$ cat config.mk
export PLATFORM = sky130hd
export DESIGN_NAME = indicator_led_port_composer_core
export DESIGN_NICKNAME = d
export VERILOG_FILES = /design/src/rtl/ilpc_pkg.sv /design/src/rtl/indicator_led_port_composer_core.sv /design/src/rtl/ilpc_front.sv /design/src/rtl/ilpc_queue.sv /design/src/rtl/ilpc_back.sv
export SDC_FILE = /design/constraint.sdc
export NUM_CORES = 1
export LEC_CHECK = 0
export BUFFER_PORTS_ARGS = -buffer_cell sky130_fd_sc_hd__buf_2
export CORE_ASPECT_RATIO = 1.5
export CORE_MARGIN = 1
export CORE_UTILIZATION = 35
export DETAILED_ROUTE_END_ITERATION = 12
export GPL_TIMING_DRIVEN = 1
export HOLD_SLACK_MARGIN = 0.06
export PLACE_DENSITY = 0.47
export SYNTH_ARGS = -nofsm -noshare
export SYNTH_HDL_FRONTEND = slang
export SYNTH_HIERARCHICAL = 1
export SYNTH_SLANG_ARGS = --single-unit
export TNS_END_PERCENT = 5
$ cat constraint.sdc
create_clock -name clock -period 4.3 [get_ports clock]
set_clock_uncertainty 0.1 [all_clocks]
set_input_delay 0.86 -clock clock [delete_from_list [all_inputs] [get_ports clock]]
set_output_delay 0.86 -clock clock [all_outputs]
set_load 0.05 [all_outputs]
$ cat src/rtl/ilpc_pkg.sv
// Shared types and constants of the indicator LED port composer.
// Holds the event record that travels from the front decoder through the
// queue to the back end; no dependencies.
package ilpc_pkg;

   // Stream payload widths
   localparam int REQ_TDATA_W = 40;   // value, red, green, blue
   localparam int REQ_TUSER_W = 5;    // func
   localparam int RSP_TDATA_W = 48;   // port_byte, red, green, blue, zero fill
   localparam int RSP_TUSER_W = 2;    // target

   localparam int FUNC_W  = 5;
   localparam int RAW_W   = 13;
   localparam int LEVEL_W = 12;
   localparam int BYTE_W  = 8;
   localparam int NUM_FLAGS = 11;
   localparam int FLAG_IDX_W = 4;

   // Event queue between front and back
   localparam int QUEUE_DEPTH = 4;
   localparam int QUEUE_AW    = 2;

   // Event kinds as classified by the front
   typedef enum logic [2:0] {
      EVT_ALL_OFF,
      EVT_WORK,
      EVT_SPINDLE,
      EVT_RAPID,
      EVT_FLAG,
      EVT_RGB
   } evt_kind_type;

   // Result targets
   typedef enum logic [1:0] {
      TGT_WORK    = 2'd0,
      TGT_SPINDLE = 2'd1,
      TGT_LIMITS  = 2'd2,
      TGT_RGB     = 2'd3
   } tgt_type;

   // Refresh mask bits, in emission order
   localparam int REF_SP  = 0;
   localparam int REF_WS  = 1;
   localparam int REF_LIM = 2;

   // One status channel after saturation
   typedef struct packed {
      logic               keep;
      logic [LEVEL_W-1:0] level;
   } lvl_type;

   // One classified event
   typedef struct packed {
      evt_kind_type          kind;
      logic [2:0]            sel;
      logic [FLAG_IDX_W-1:0] flag;
      logic                  value;
      logic [2:0]            refresh;
      lvl_type [2:0]         lvl;      // 0 red, 1 green, 2 blue
   } evt_type;

endpackage

$ cat src/rtl/indicator_led_port_composer_core.sv
// Indicator LED port composer: composes active-low expander port bytes and
// RGB status levels from panel events, one request beat per cycle accepted
// while the queue has room into a four-entry event queue; the back end
// retires an event per cycle that makes at most one write while the output
// is not stalled, and an all-off event holds it until its writes (up to
// three) are out. A result passes the queue entry, the pending-write slot
// and the output register. Event ids 25 to 31 are dropped, a port write goes
// out only when the byte changed, and an RGB update only when a level changed.
// Depends on ilpc_pkg, ilpc_front, ilpc_queue and ilpc_back.
module indicator_led_port_composer_core #(
   parameter int PWM_MAX = 4095
) (
   input  logic                             clock,
   input  logic                             reset,
   input  logic                             req_tvalid,
   output logic                             req_tready,
   // value [0], red_level [13:1], green_level [26:14], blue_level [39:27]
   input  logic [ilpc_pkg::REQ_TDATA_W-1:0] req_tdata,
   // func [4:0]
   input  logic [ilpc_pkg::REQ_TUSER_W-1:0] req_tuser,
   output logic                             rsp_tvalid,
   input  logic                             rsp_tready,
   // port_byte [7:0], out_red [19:8], out_green [31:20], out_blue [43:32], zeros
   output logic [ilpc_pkg::RSP_TDATA_W-1:0] rsp_tdata,
   // target [1:0]
   output logic [ilpc_pkg::RSP_TUSER_W-1:0] rsp_tuser,
   output logic                             rsp_tlast
);
   import ilpc_pkg::*;

   logic    queue_full;
   logic    push;
   evt_type push_evt;
   logic    head_valid;
   evt_type head_evt;
   logic    pop;

   ilpc_front #(
      .PWM_MAX (PWM_MAX)
   ) u_front (
      .req_tvalid (req_tvalid),
      .req_tready (req_tready),
      .req_tdata  (req_tdata),
      .req_tuser  (req_tuser),
      .queue_full (queue_full),
      .push       (push),
      .push_evt   (push_evt)
   );

   ilpc_queue u_queue (
      .clock      (clock),
      .reset      (reset),
      .push       (push),
      .push_evt   (push_evt),
      .full       (queue_full),
      .head_valid (head_valid),
      .head_evt   (head_evt),
      .pop        (pop)
   );

   ilpc_back u_back (
      .clock      (clock),
      .reset      (reset),
      .evt_valid  (head_valid),
      .evt        (head_evt),
      .evt_pop    (pop),
      .rsp_tvalid (rsp_tvalid),
      .rsp_tready (rsp_tready),
      .rsp_tdata  (rsp_tdata),
      .rsp_tuser  (rsp_tuser),
      .rsp_tlast  (rsp_tlast)
   );

endmodule

$ cat src/rtl/ilpc_front.sv
// Front decoder of the indicator LED port composer: accepts request beats,
// classifies func into an event record and drops unused ids.
// Depends on ilpc_pkg.
module ilpc_front #(
   parameter int PWM_MAX = 4095
) (
   input  logic                             req_tvalid,
   output logic                             req_tready,
   input  logic [ilpc_pkg::REQ_TDATA_W-1:0] req_tdata,
   input  logic [ilpc_pkg::REQ_TUSER_W-1:0] req_tuser,
   input  logic                             queue_full,
   output logic                             push,
   output ilpc_pkg::evt_type                push_evt
);
   import ilpc_pkg::*;

   localparam logic [16:0] PwmMaxW = 17'(PWM_MAX);

   logic [FUNC_W-1:0] func;
   logic              evt_ok;
   logic [RAW_W-1:0]  raw [3];
   evt_type           evt;

   assign func   = req_tuser;
   assign raw[0] = req_tdata[13:1];
   assign raw[1] = req_tdata[26:14];
   assign raw[2] = req_tdata[39:27];

   // Classify the event id
   always_comb begin
      evt         = '0;
      evt.kind    = EVT_ALL_OFF;
      evt.value   = req_tdata[0];
      evt_ok      = 1'b1;
      priority if (func == 5'd0) begin
         evt.kind    = EVT_ALL_OFF;
         evt.refresh = 3'b111;
      end else if (func <= 5'd6) begin
         evt.kind             = EVT_WORK;
         evt.sel              = 3'(func - 5'd1);
         evt.refresh[REF_WS]  = 1'b1;
      end else if (func <= 5'd9) begin
         evt.kind             = EVT_SPINDLE;
         evt.sel              = 3'(func - 5'd7);
         evt.refresh[REF_SP]  = 1'b1;
      end else if (func <= 5'd15) begin
         evt.kind = EVT_FLAG;
         evt.flag = FLAG_IDX_W'(func - 5'd10);
         // unlock and home refresh the work-set port, the rest the spindle port
         if (func == 5'd11 || func == 5'd12) begin
            evt.refresh[REF_WS] = 1'b1;
         end else begin
            evt.refresh[REF_SP] = 1'b1;
         end
      end else if (func <= 5'd18) begin
         evt.kind             = EVT_RAPID;
         evt.sel              = 3'(func - 5'd16);
         evt.refresh[REF_LIM] = 1'b1;
      end else if (func <= 5'd23) begin
         evt.kind             = EVT_FLAG;
         evt.flag             = FLAG_IDX_W'(func - 5'd13);
         evt.refresh[REF_LIM] = 1'b1;
      end else if (func == 5'd24) begin
         evt.kind = EVT_RGB;
      end else begin
         evt_ok = 1'b0;
      end

      // Saturate levels; any negative level keeps its channel
      for (int i = 0; i < 3; i++) begin
         evt.lvl[i].keep = raw[i][RAW_W-1];
         if ({5'b0, raw[i][LEVEL_W-1:0]} > PwmMaxW) begin
            evt.lvl[i].level = PwmMaxW[LEVEL_W-1:0];
         end else begin
            evt.lvl[i].level = raw[i][LEVEL_W-1:0];
         end
      end
   end

   assign req_tready = !queue_full;
   assign push       = req_tvalid && !queue_full && evt_ok;
   assign push_evt   = evt;

endmodule

$ cat src/rtl/ilpc_queue.sv
// Short event queue between the front decoder and the back end.
// Depends on ilpc_pkg for the event record and depth.
module ilpc_queue (
   input  logic              clock,
   input  logic              reset,
   input  logic              push,
   input  ilpc_pkg::evt_type push_evt,
   output logic              full,
   output logic              head_valid,
   output ilpc_pkg::evt_type head_evt,
   input  logic              pop
);
   import ilpc_pkg::*;

   evt_type              mem [QUEUE_DEPTH];
   logic [QUEUE_AW-1:0]  wr_ptr_ff, wr_ptr_in;
   logic [QUEUE_AW-1:0]  rd_ptr_ff, rd_ptr_in;
   logic [QUEUE_AW:0]    count_ff, count_in;

   assign full       = (count_ff == (QUEUE_AW+1)'(QUEUE_DEPTH));
   assign head_valid = (count_ff != '0);
   assign head_evt   = mem[rd_ptr_ff];

   // Advance pointers and occupancy
   always_comb begin
      wr_ptr_in = wr_ptr_ff;
      rd_ptr_in = rd_ptr_ff;
      count_in  = count_ff;
      if (push) begin
         wr_ptr_in = wr_ptr_ff + 1'b1;
      end
      if (pop) begin
         rd_ptr_in = rd_ptr_ff + 1'b1;
      end
      if (push && !pop) begin
         count_in = count_ff + 1'b1;
      end else if (pop && !push) begin
         count_in = count_ff - 1'b1;
      end
   end

   always_ff @(posedge clock) begin
      if (reset) begin
         wr_ptr_ff <= '0;
         rd_ptr_ff <= '0;
         count_ff  <= '0;
      end else begin
         wr_ptr_ff <= wr_ptr_in;
         rd_ptr_ff <= rd_ptr_in;
         count_ff  <= count_in;
      end
   end

   // Store entries
   always_ff @(posedge clock) begin
      if (push) begin
         mem[wr_ptr_ff] <= push_evt;
      end
   end

endmodule

$ cat src/rtl/ilpc_back.sv
// Back end of the indicator LED port composer: applies events to the
// selections, flags, shadows and levels, and emits port writes in order.
// Depends on ilpc_pkg.
module ilpc_back (
   input  logic                             clock,
   input  logic                             reset,
   input  logic                             evt_valid,
   input  ilpc_pkg::evt_type                evt,
   output logic                             evt_pop,
   output logic                             rsp_tvalid,
   input  logic                             rsp_tready,
   output logic [ilpc_pkg::RSP_TDATA_W-1:0] rsp_tdata,
   output logic [ilpc_pkg::RSP_TUSER_W-1:0] rsp_tuser,
   output logic                             rsp_tlast
);
   import ilpc_pkg::*;

   localparam logic [2:0] WS_NONE  = 3'd7;
   localparam logic [1:0] SEL_NONE = 2'd3;

   localparam int FL_RESET  = 0;
   localparam int FL_UNLOCK = 1;
   localparam int FL_HOME   = 2;
   localparam int FL_RESUME = 4;
   localparam int FL_FEED   = 5;
   localparam int FL_XLIM   = 6;
   localparam int FL_YLIM   = 7;
   localparam int FL_ZLIM   = 8;
   localparam int FL_PROBE  = 9;
   localparam int FL_JOG    = 10;

   localparam logic [7:0] WS_MASK [6] = '{8'hFD, 8'hFE, 8'h7F, 8'hBF, 8'hDF, 8'hEF};
   localparam logic [7:0] SP_MASK [3] = '{8'hBF, 8'hDF, 8'hEF};
   localparam logic [7:0] RP_MASK [3] = '{8'h7F, 8'hBF, 8'hDF};

   function automatic logic [7:0] build_ws(logic [2:0] sel, logic [NUM_FLAGS-1:0] fl);
      logic [7:0] b;
      b = 8'hFF;
      if (sel < 3'd6) b = b & WS_MASK[sel];
      if (fl[FL_HOME])   b = b & 8'hF7;
      if (fl[FL_UNLOCK]) b = b & 8'hFB;
      return b;
   endfunction

   function automatic logic [7:0] build_sp(logic [1:0] sel, logic [NUM_FLAGS-1:0] fl);
      logic [7:0] b;
      b = 8'hFF;
      if (sel < 2'd3) b = b & SP_MASK[sel];
      if (fl[FL_RESET])  b = b & 8'hF7;
      if (fl[FL_RESUME]) b = b & 8'hFD;
      if (fl[FL_FEED])   b = b & 8'hFB;
      return b;
   endfunction

   function automatic logic [7:0] build_lim(logic [1:0] sel, logic [NUM_FLAGS-1:0] fl);
      logic [7:0] b;
      b = 8'hFF;
      if (sel < 2'd3) b = b & RP_MASK[sel];
      if (fl[FL_XLIM])  b = b & 8'hFE;
      if (fl[FL_YLIM])  b = b & 8'hFD;
      if (fl[FL_ZLIM])  b = b & 8'hFB;
      if (fl[FL_PROBE]) b = b & 8'hF7;
      if (fl[FL_JOG])   b = b & 8'hEF;
      return b;
   endfunction

   // Architectural state
   logic [2:0]           work_sel_ff, work_sel_in;
   logic [1:0]           spin_sel_ff, spin_sel_in;
   logic [1:0]           rapid_sel_ff, rapid_sel_in;
   logic [NUM_FLAGS-1:0] flags_ff, flags_in;
   logic [BYTE_W-1:0]    shadow_ff [3];
   logic [BYTE_W-1:0]    shadow_in [3];
   logic [LEVEL_W-1:0]   level_ff [3];
   logic [LEVEL_W-1:0]   level_in [3];

   // Pending writes: slot 0 spindle or RGB, slot 1 work set, slot 2 limits
   logic [2:0]           slot_valid_ff, slot_valid_in;
   logic                 slot0_rgb_ff, slot0_rgb_in;
   logic [BYTE_W-1:0]    slot_byte_ff [3];
   logic [BYTE_W-1:0]    slot_byte_in [3];

   // Output register
   logic                 out_valid_ff, out_valid_in;
   tgt_type              out_tgt_ff, out_tgt_in;
   logic [BYTE_W-1:0]    out_byte_ff, out_byte_in;
   logic [LEVEL_W-1:0]   out_lvl_ff [3];
   logic [LEVEL_W-1:0]   out_lvl_in [3];
   logic                 out_last_ff, out_last_in;

   logic                 out_free;
   logic                 emit;
   logic [2:0]           pick;
   logic [2:0]           remaining;
   logic [BYTE_W-1:0]    new_byte [3];
   logic                 rgb_change;

   // Pick the first pending write and see what stays behind
   always_comb begin
      out_free = !out_valid_ff || rsp_tready;
      emit     = out_free && (slot_valid_ff != '0);
      priority if (slot_valid_ff[0]) begin
         pick = 3'b001;
      end else if (slot_valid_ff[1]) begin
         pick = 3'b010;
      end else begin
         pick = 3'b100;
      end
      remaining = emit ? (slot_valid_ff & ~pick) : slot_valid_ff;
      evt_pop   = evt_valid && (remaining == '0);
   end

   // Apply the popped event and rebuild the affected ports
   always_comb begin
      work_sel_in  = work_sel_ff;
      spin_sel_in  = spin_sel_ff;
      rapid_sel_in = rapid_sel_ff;
      flags_in     = flags_ff;
      shadow_in    = shadow_ff;
      level_in     = level_ff;
      slot_valid_in = remaining;
      slot0_rgb_in  = slot0_rgb_ff;
      slot_byte_in  = slot_byte_ff;
      rgb_change    = 1'b0;

      if (evt_pop) begin
         unique case (evt.kind)
            EVT_ALL_OFF: begin
               work_sel_in  = WS_NONE;
               spin_sel_in  = SEL_NONE;
               rapid_sel_in = SEL_NONE;
               flags_in     = '0;
            end
            EVT_WORK:    work_sel_in  = evt.sel;
            EVT_SPINDLE: spin_sel_in  = evt.sel[1:0];
            EVT_RAPID:   rapid_sel_in = evt.sel[1:0];
            EVT_FLAG: begin
               for (int i = 0; i < NUM_FLAGS; i++) begin
                  if (evt.flag == FLAG_IDX_W'(i)) flags_in[i] = evt.value;
               end
            end
            EVT_RGB: begin
               for (int i = 0; i < 3; i++) begin
                  if (!evt.lvl[i].keep && evt.lvl[i].level != level_ff[i]) begin
                     level_in[i] = evt.lvl[i].level;
                     rgb_change  = 1'b1;
                  end
               end
            end
            default: ;
         endcase
      end

      new_byte[REF_SP]  = build_sp(spin_sel_in, flags_in);
      new_byte[REF_WS]  = build_ws(work_sel_in, flags_in);
      new_byte[REF_LIM] = build_lim(rapid_sel_in, flags_in);

      if (evt_pop) begin
         slot_valid_in = '0;
         slot0_rgb_in  = 1'b0;
         if (evt.kind == EVT_RGB) begin
            slot_valid_in[0] = rgb_change;
            slot0_rgb_in     = 1'b1;
            slot_byte_in[0]  = '0;
         end else begin
            for (int i = 0; i < 3; i++) begin
               if (evt.refresh[i] && new_byte[i] != shadow_ff[i]) begin
                  slot_valid_in[i] = 1'b1;
                  slot_byte_in[i]  = new_byte[i];
                  shadow_in[i]     = new_byte[i];
               end
            end
         end
      end
   end

   // Load the output register
   always_comb begin
      out_valid_in = out_valid_ff;
      out_tgt_in   = out_tgt_ff;
      out_byte_in  = out_byte_ff;
      out_lvl_in   = out_lvl_ff;
      out_last_in  = out_last_ff;
      if (out_free) begin
         out_valid_in = emit;
      end
      if (emit) begin
         out_last_in = (remaining == '0);
         out_lvl_in  = '{default: '0};
         if (pick[0] && slot0_rgb_ff) begin
            out_tgt_in  = TGT_RGB;
            out_byte_in = '0;
            out_lvl_in  = level_ff;
         end else if (pick[0]) begin
            out_tgt_in  = TGT_SPINDLE;
            out_byte_in = slot_byte_ff[0];
         end else if (pick[1]) begin
            out_tgt_in  = TGT_WORK;
            out_byte_in = slot_byte_ff[1];
         end else begin
            out_tgt_in  = TGT_LIMITS;
            out_byte_in = slot_byte_ff[2];
         end
      end
   end

   always_ff @(posedge clock) begin
      if (reset) begin
         work_sel_ff   <= WS_NONE;
         spin_sel_ff   <= SEL_NONE;
         rapid_sel_ff  <= SEL_NONE;
         flags_ff      <= '0;
         shadow_ff     <= '{default: 8'hFF};
         level_ff      <= '{default: '0};
         slot_valid_ff <= '0;
         slot0_rgb_ff  <= 1'b0;
         out_valid_ff  <= 1'b0;
      end else begin
         work_sel_ff   <= work_sel_in;
         spin_sel_ff   <= spin_sel_in;
         rapid_sel_ff  <= rapid_sel_in;
         flags_ff      <= flags_in;
         shadow_ff     <= shadow_in;
         level_ff      <= level_in;
         slot_valid_ff <= slot_valid_in;
         slot0_rgb_ff  <= slot0_rgb_in;
         out_valid_ff  <= out_valid_in;
      end
   end

   // Payload registers
   always_ff @(posedge clock) begin
      slot_byte_ff <= slot_byte_in;
      out_tgt_ff   <= out_tgt_in;
      out_byte_ff  <= out_byte_in;
      out_lvl_ff   <= out_lvl_in;
      out_last_ff  <= out_last_in;
   end

   assign rsp_tvalid = out_valid_ff;
   assign rsp_tuser  = out_tgt_ff;
   assign rsp_tlast  = out_last_ff;
   assign rsp_tdata  = {4'b0, out_lvl_ff[2], out_lvl_ff[1], out_lvl_ff[0], out_byte_ff};

endmodule
**Word level (Yosys, flattened, before mapping)**

Memories as Yosys holds them, arrays and structs flattened. A register that Yosys moved wholly into a read port is not among the register bits.
Index checks and enable logic that the tools add are counted.

- Register bits: 161
- Memory bits (writable): 212
- Bits in read-only memories: 64
- Output and inout port bits: 53
- Word-level logic and storage cells: 219
- Memories kept: 2

Memories:

| memory | depth | bits a word | read ports | clocked after memory_dff | write ports | RTL line | source |
|---|---|---|---|---|---|---|---|
| u_queue.mem | 4 | 53 | 1 | 1 | 1 | ilpc_queue.sv:15 | `evt_type mem [QUEUE_DEPTH];` |
| (name not given) | 8 | 8 | 1 | 0 | 0 | ilpc_back.sv:39 | `if (sel < 3'd6) b = b & WS_MASK[sel];` |

- Add/subtract/negate cells: 9
- Order comparisons: 11
- Equal/unequal tests: 26
- Mux-type cells: 98
- Bitwise operators: 6
- Reductions and logical operators: 40

Operators with widths:

| kind | number |
|---|---|
| 8-bit 2-to-1 mux | 12 |
| 3-bit 2-to-1 mux | 18 |
| 1-bit 2-to-1 mux | 38 |
| 12-bit != test | 3 |
| 8-bit binary-select mux with 2-bit select | 2 |
| 4-bit 2-to-1 mux | 8 |
| 8-bit != test | 3 |
| 2-bit 2-to-1 mux | 11 |
| 11-bit case mux with 2 select lines | 1 |
| 3-bit AND reduction | 7 |
| 4-bit by 3-bit == test with 1-bit output, second input constant | 4 |
| 1-bit logical AND | 13 |
| 4-bit == test, second input constant | 3 |
| 6-bit 2-to-1 mux | 2 |
| 11-bit 2-to-1 mux | 1 |
| 5-bit by 4-bit == test with 1-bit output, second input constant | 2 |
| 5-bit by 4-bit <= comparator with 1-bit output, second input constant | 2 |
| 5-bit <= comparator, second input constant | 2 |
| 3-bit == test, second input constant | 3 |
| 3-bit by 1-bit subtractor with 3-bit output, second input constant | 3 |
| 4-bit by 2-bit == test with 1-bit output, second input constant | 2 |
| 2-bit case mux with 2 select lines | 2 |
| 4-bit subtractor, second input constant | 2 |
| 1-bit zero test | 7 |
| 29 further kinds | 39 |

**Depth between registers and ports, before layout**

- Word-level depth: 23
- Gate-level depth with buffers: 15
- Mapped depth without buffers: 12

**By module**

The synthesis kept the hierarchy.

Modules (own cells, without submodules):

| module | times used | cells each | area each (um^2) |
|---|---|---|---|
| ilpc_queue | 1 | 321 | 8,141.6 |
| ilpc_back | 1 | 676 | 7,069.3 |
| ilpc_front | 1 | 131 | 953.4 |

**Least setup slack after synthesis**

OpenSTA, ideal clock, no wires.

- Path kind: input to register
- Start: input port req_tuser[0] in the netlist's numbering
- End: memory u_queue/mem[0][0] in the netlist's numbering, enable pin
- Setup time: 0.416 ns
- Arrival time: 3.276 ns
- Path slack: 0.508 ns
- Cell stages on the path: 8
- Buffers on the path: 1
- Cell sequence: ha_1 -> nand2_1 -> and3_1 -> clkbuf_1 -> nand2_1 -> o21ai_1 -> a21oi_1 -> and2_1

- Cells in the longest elaborated chain, start to end: 11
- Elaborated cells between the ends (all ways): 17
- Classes of those cells: order compare: 5; eq/ne: 1; mux: 9; reduce/logical: 2

Ends and longest elaborated chain:

| what | RTL line | source |
|---|---|---|
| start: declaration | indicator_led_port_composer_core.sv:20 | `input logic [ilpc_pkg::REQ_TUSER_W-1:0] req_tuser,` |
| parallel branches: the longest is 7 deep, another holds 5-bit <= comparator | - |  |
| 1-bit 2-to-1 mux * | ilpc_front.sv:35 | `priority if (func == 5'd0) begin` |
| 1-bit logical AND * | ilpc_front.sv:81 | `assign push = req_tvalid && !queue_full && evt_ok;` |
| via push | indicator_led_port_composer_core.sv:32 | `logic push;` |
| 1-bit 2-to-1 mux * | ilpc_queue.sv:56 | `if (push) begin` |
| 1-bit 2-to-1 mux (not written as such) * | ilpc_queue.sv:57 | `mem[wr_ptr_ff] <= push_evt;` |
| end: declaration | ilpc_queue.sv:15 |  |

Mark *: on every way through the listed nets, which the timed path passes.

==> results by group <==
Run status
  – Status: finished clean

Yosys
  – Mapped Area: roughly 16000 um^2
  – Synthesized netlist cell count: roughly 1100
  – Syn avg cell area: 14.33 um^2
  – Yosys Warn Count: 6
  – FFs w/ async S/R, synth: 0
  – Synth area leader: edfxtp_1
  – Synth area leaders: edfxtp_1 52%, dfxtp_1 11%, mux4_2 7.2%
  – Post-synth EDFFs: approximately 280
  – Top-area cell type share of the netlist area: 0.5239
  – Yosys cell types: 83
  – Register area share after synthesis: 0.6353
  – Register bit count reported by yosys: approximately 370
  – Most frequent cell after synthesis: edfxtp_1
  – Commonest cells in the netlist: 282 x edfxtp_1, 112 x nor2_1, 90 x dfxtp_1, 67 x mux2i_1, 52 x mux4_2
  – Main synth FF type: edfxtp_1

Power and ir drop
  – Comb power frac: 0.319
  – Part of the power in registers: 0.392
  – NetSw: around 4200 uW
  – Internal power: around 8000 uW
  – PD cells: between 600 and 700 nW/um^2
  – Pleak: about 0.007 uW
  – Peak VDD IR: 415.4 uV
  – Net Sw Frac: 0.3458
  – Clock share of power: 0.289

Floorplanning
  – Die X: 177.5 um
  – Initial Util: 0.3541
  – Std-Cell Rows: 96
  – Die Footprint: approximately 47000 um^2
  – DIE HEIGHT: approximately 270 um
  – Io pins: a little over 100
  – CORE AREA: around 46000 um^2

Detailed routing
  – Iteration-0 DRC Markers: about 500
  – Vias per cell: between 4 and 5
  – Drt pass-1 iters: 8
  – Final ANT Viol Nets: 0
  – Final WL: between 30000 and 40000 um
  – DRC Markers: 0
  – DR vias: between 9000 and 10000
  – Routed len/inst: 20.19 um

Placed design
  – Port buffer count: 97
  – Worst slack, placed: 492.7 ps
  – Dpl hpwl: 24210 um
  – GP Congestion: roughly 0.84

Setup path
  – Worst path most repeated cell: nor2_1
  – CP Cell Sequence: mux4_2, or3b_1, o21ai_0, a21o_1, a211oi_1, a41oi_1, nor2_1, nor2_1
  – Crit start category: register
  – Bufs and invs on worst path: 0
  – Worst EP required: between 4000 and 5000 ps
  – Worst Path Arrival: around 3800 ps
  – Crit path capture type: register
  – Crit Path Class: register to register
  – CP max-delay cell: mux4_2
  – Slowest Stage Delay on Critical Path: between 600 and 700 ps
  – Maximum fanout along the worst path: 14
  – CP top delay family: simple AND/OR/NAND/NOR gates

STA
  – Worst slew margin: 0.4903
  – Setup-failing EPs final: 0
  – Final min period: about 3800 ps
  – Final WS setup: approximately 530 ps
  – Final TNS setup: 0 ps
  – Fmax: between 200 and 300 MHz
  – Tcrit/Tclk final: 0.8762
  – Final hold viol count: 0
  – RSZ-0062 raised after global routing: no
  – Slew @ Worst Pin: 764.5 ps
  – Fin. max-slew vios: 0

Clock network
  – Post-CTS resize count: 0
  – H-tree depth: 2
  – Hold-fix buffers, CTS: 0
  – Post-CTS setup buffer count: 0
  – Clock root buffer: clkbuf_16
  – Clock sinks: between 300 and 400
  – CTS tree: yes
  – Worst-Skew Late Latency: roughly 540 ps
  – Max clock buf depth: 3
  – Num CTS Buffers: 38
  – CTS clock-pin slew for the worst setup and hold paths: ~60 ps

Global routing
  – Largest net degree at the start of global routing: 65
  – GR Overflow Total: 0
  – GRT Total Usage: 0.1605
  – Global-route wire length before repair: between 50000 and 60000 um
  – Vias in the first global route: between 9000 and 10000
  – Initial antenna violation count: 2

Hold path
  – Hold Path Class: register to register
  – Hold Path Origin: u_back/shadow_ff[16]

Layout
  – Area growth from synthesis to layout: 14.26%
  – Layout cell share with drive strength beyond 1: 0.2211
  – N_diodes: 0
  – Nets: 1273

Run
  – Max-cap violations: 0
==> cells by family after synthesis <==
logic type,count (synthesis),share of synthesized area
mux,122,0.1188
xor+xnor,52,0.02818
other cells,1,0.0002320
fa+ha+maj,16,0.01277
flops,372,0.6353
compound gates,123,0.05651
simple gates,323,0.1024
buf+inv,119,0.04575
==> worst paths after layout <==
| kind | endpoint | slack, ps | cells after the start |
|---|---|---|---|
| max | u_back/slot_byte_ff[18] | 530 | 8 |
| min | u_back/shadow_ff[16] | 350 | 2 |
| max reg2reg | u_back/slot_byte_ff[18] | 530 | 8 |
| min reg2reg | u_back/shadow_ff[16] | 350 | 2 |
==> sequential cells by signal (all words and copies together) (netlist names), named ones only <==
register,flops
u_queue/rd_ptr_ff,2
u_back/level_ff,36
u_queue/mem,212
u_queue/count_ff,3
u_back/flags_ff,10
u_back/slot_valid_ff,3
u_back/out_byte_ff,8
u_back/work_sel_ff,3
u_queue/wr_ptr_ff,2
u_back/rsp_tdata,36
u_back/shadow_ff,23
u_back/spin_sel_ff,2
u_back/slot_byte_ff,23
u_back/slot0_rgb_ff,1
u_back/rsp_tvalid,1
u_back/rsp_tlast,1
u_back/rsp_tuser,2
u_back/rapid_sel_ff,2
==> per-stage QoR <==
step	total power, uW	instances	hold WS, ps	cell area [um^2]	utilization
after CTS	12420	1827	348.8	18470	0.4046
final	12230	1827	347.4	18470	0.4046
after floorplan	7780	1131	320.3	16180	-
after global placement	8849	1757	333.5	17130	0.3753
after detailed placement	8852	1757	333.4	17130	0.3753
after global routing	12820	1827	395.3	18470	0.4046
==> worst reg2reg max path, stage by stage, from the launching register on <==
cell and delay (ps):
dfxtp_4 490, mux4_2 670, or3b_1 540, o21ai_0 380, a21o_1 170, a211oi_1 80, a41oi_1 420, nor2_1 90
nor2_1 460
==> power by group through the flow <==
stage	logic [uW]	registers, uW	clock network [uW]
6_report	3900	4800	3530
2_1_floorplan	2250	5530	0
5_1_grt	4220	4850	3750
4_1_cts	3990	4810	3620
3_3_place_gp	3980	4870	0
3_5_place_dp	3980	4880	0
==> routing by layer <==
layer | vias to the layer above | track usage | part of all wire
met4 | 0 | 0.06006 | 0.030
met1 | 4538 | 0.1773 | 0.39
li1 | 4346 | - | -
met3 | 57 | 0.02087 | 0.027
met2 | 153 | 0.3064 | 0.55
met5 | - | 0 | 0
==> layout by cell type (no fill, tap or decap), types with 5 or more instances in the layout <==
master,Yosys,final
edfxtp_1,282,282
nor2_1,112,111
buf_2,9,96
dfxtp_1,90,87
mux2i_1,67,67
mux4_2,52,52
nand2_1,50,50
and3_1,44,44
xor2_1,42,42
clkbuf_16,0,38
buf_4,44,34
a21oi_1,25,25
nand2b_1,19,19
inv_1,18,18
o21ai_0,17,17
nor2b_1,15,15
ha_1,14,14
nand3_1,13,13
nor4_1,12,12
nor3_1,11,11
xnor2_1,10,10
clkbuf_1,32,8
o21ai_1,8,8
bufinv_16,0,7
a31oi_1,6,6
or3_1,6,6
o211ai_1,6,6
and2_1,10,6
a211o_1,6,6
buf_12,5,6
clkbuf_8,0,5
clkinv_2,0,5
nand4_1,5,5
==> cell type report <==
class                           instances  area, um^2
Clock buffer                           51        1050
Sequential cell                       372       10280
Tap cell                              588       735.7
Multi-Input combinational cell        640        5179
Inverter                               21       83.83
Clock inverter                         19       289.0
Fill cell                            4289       27170
Timing Repair Buffer                  136       855.8
Power figures use the tool's default switching activity.
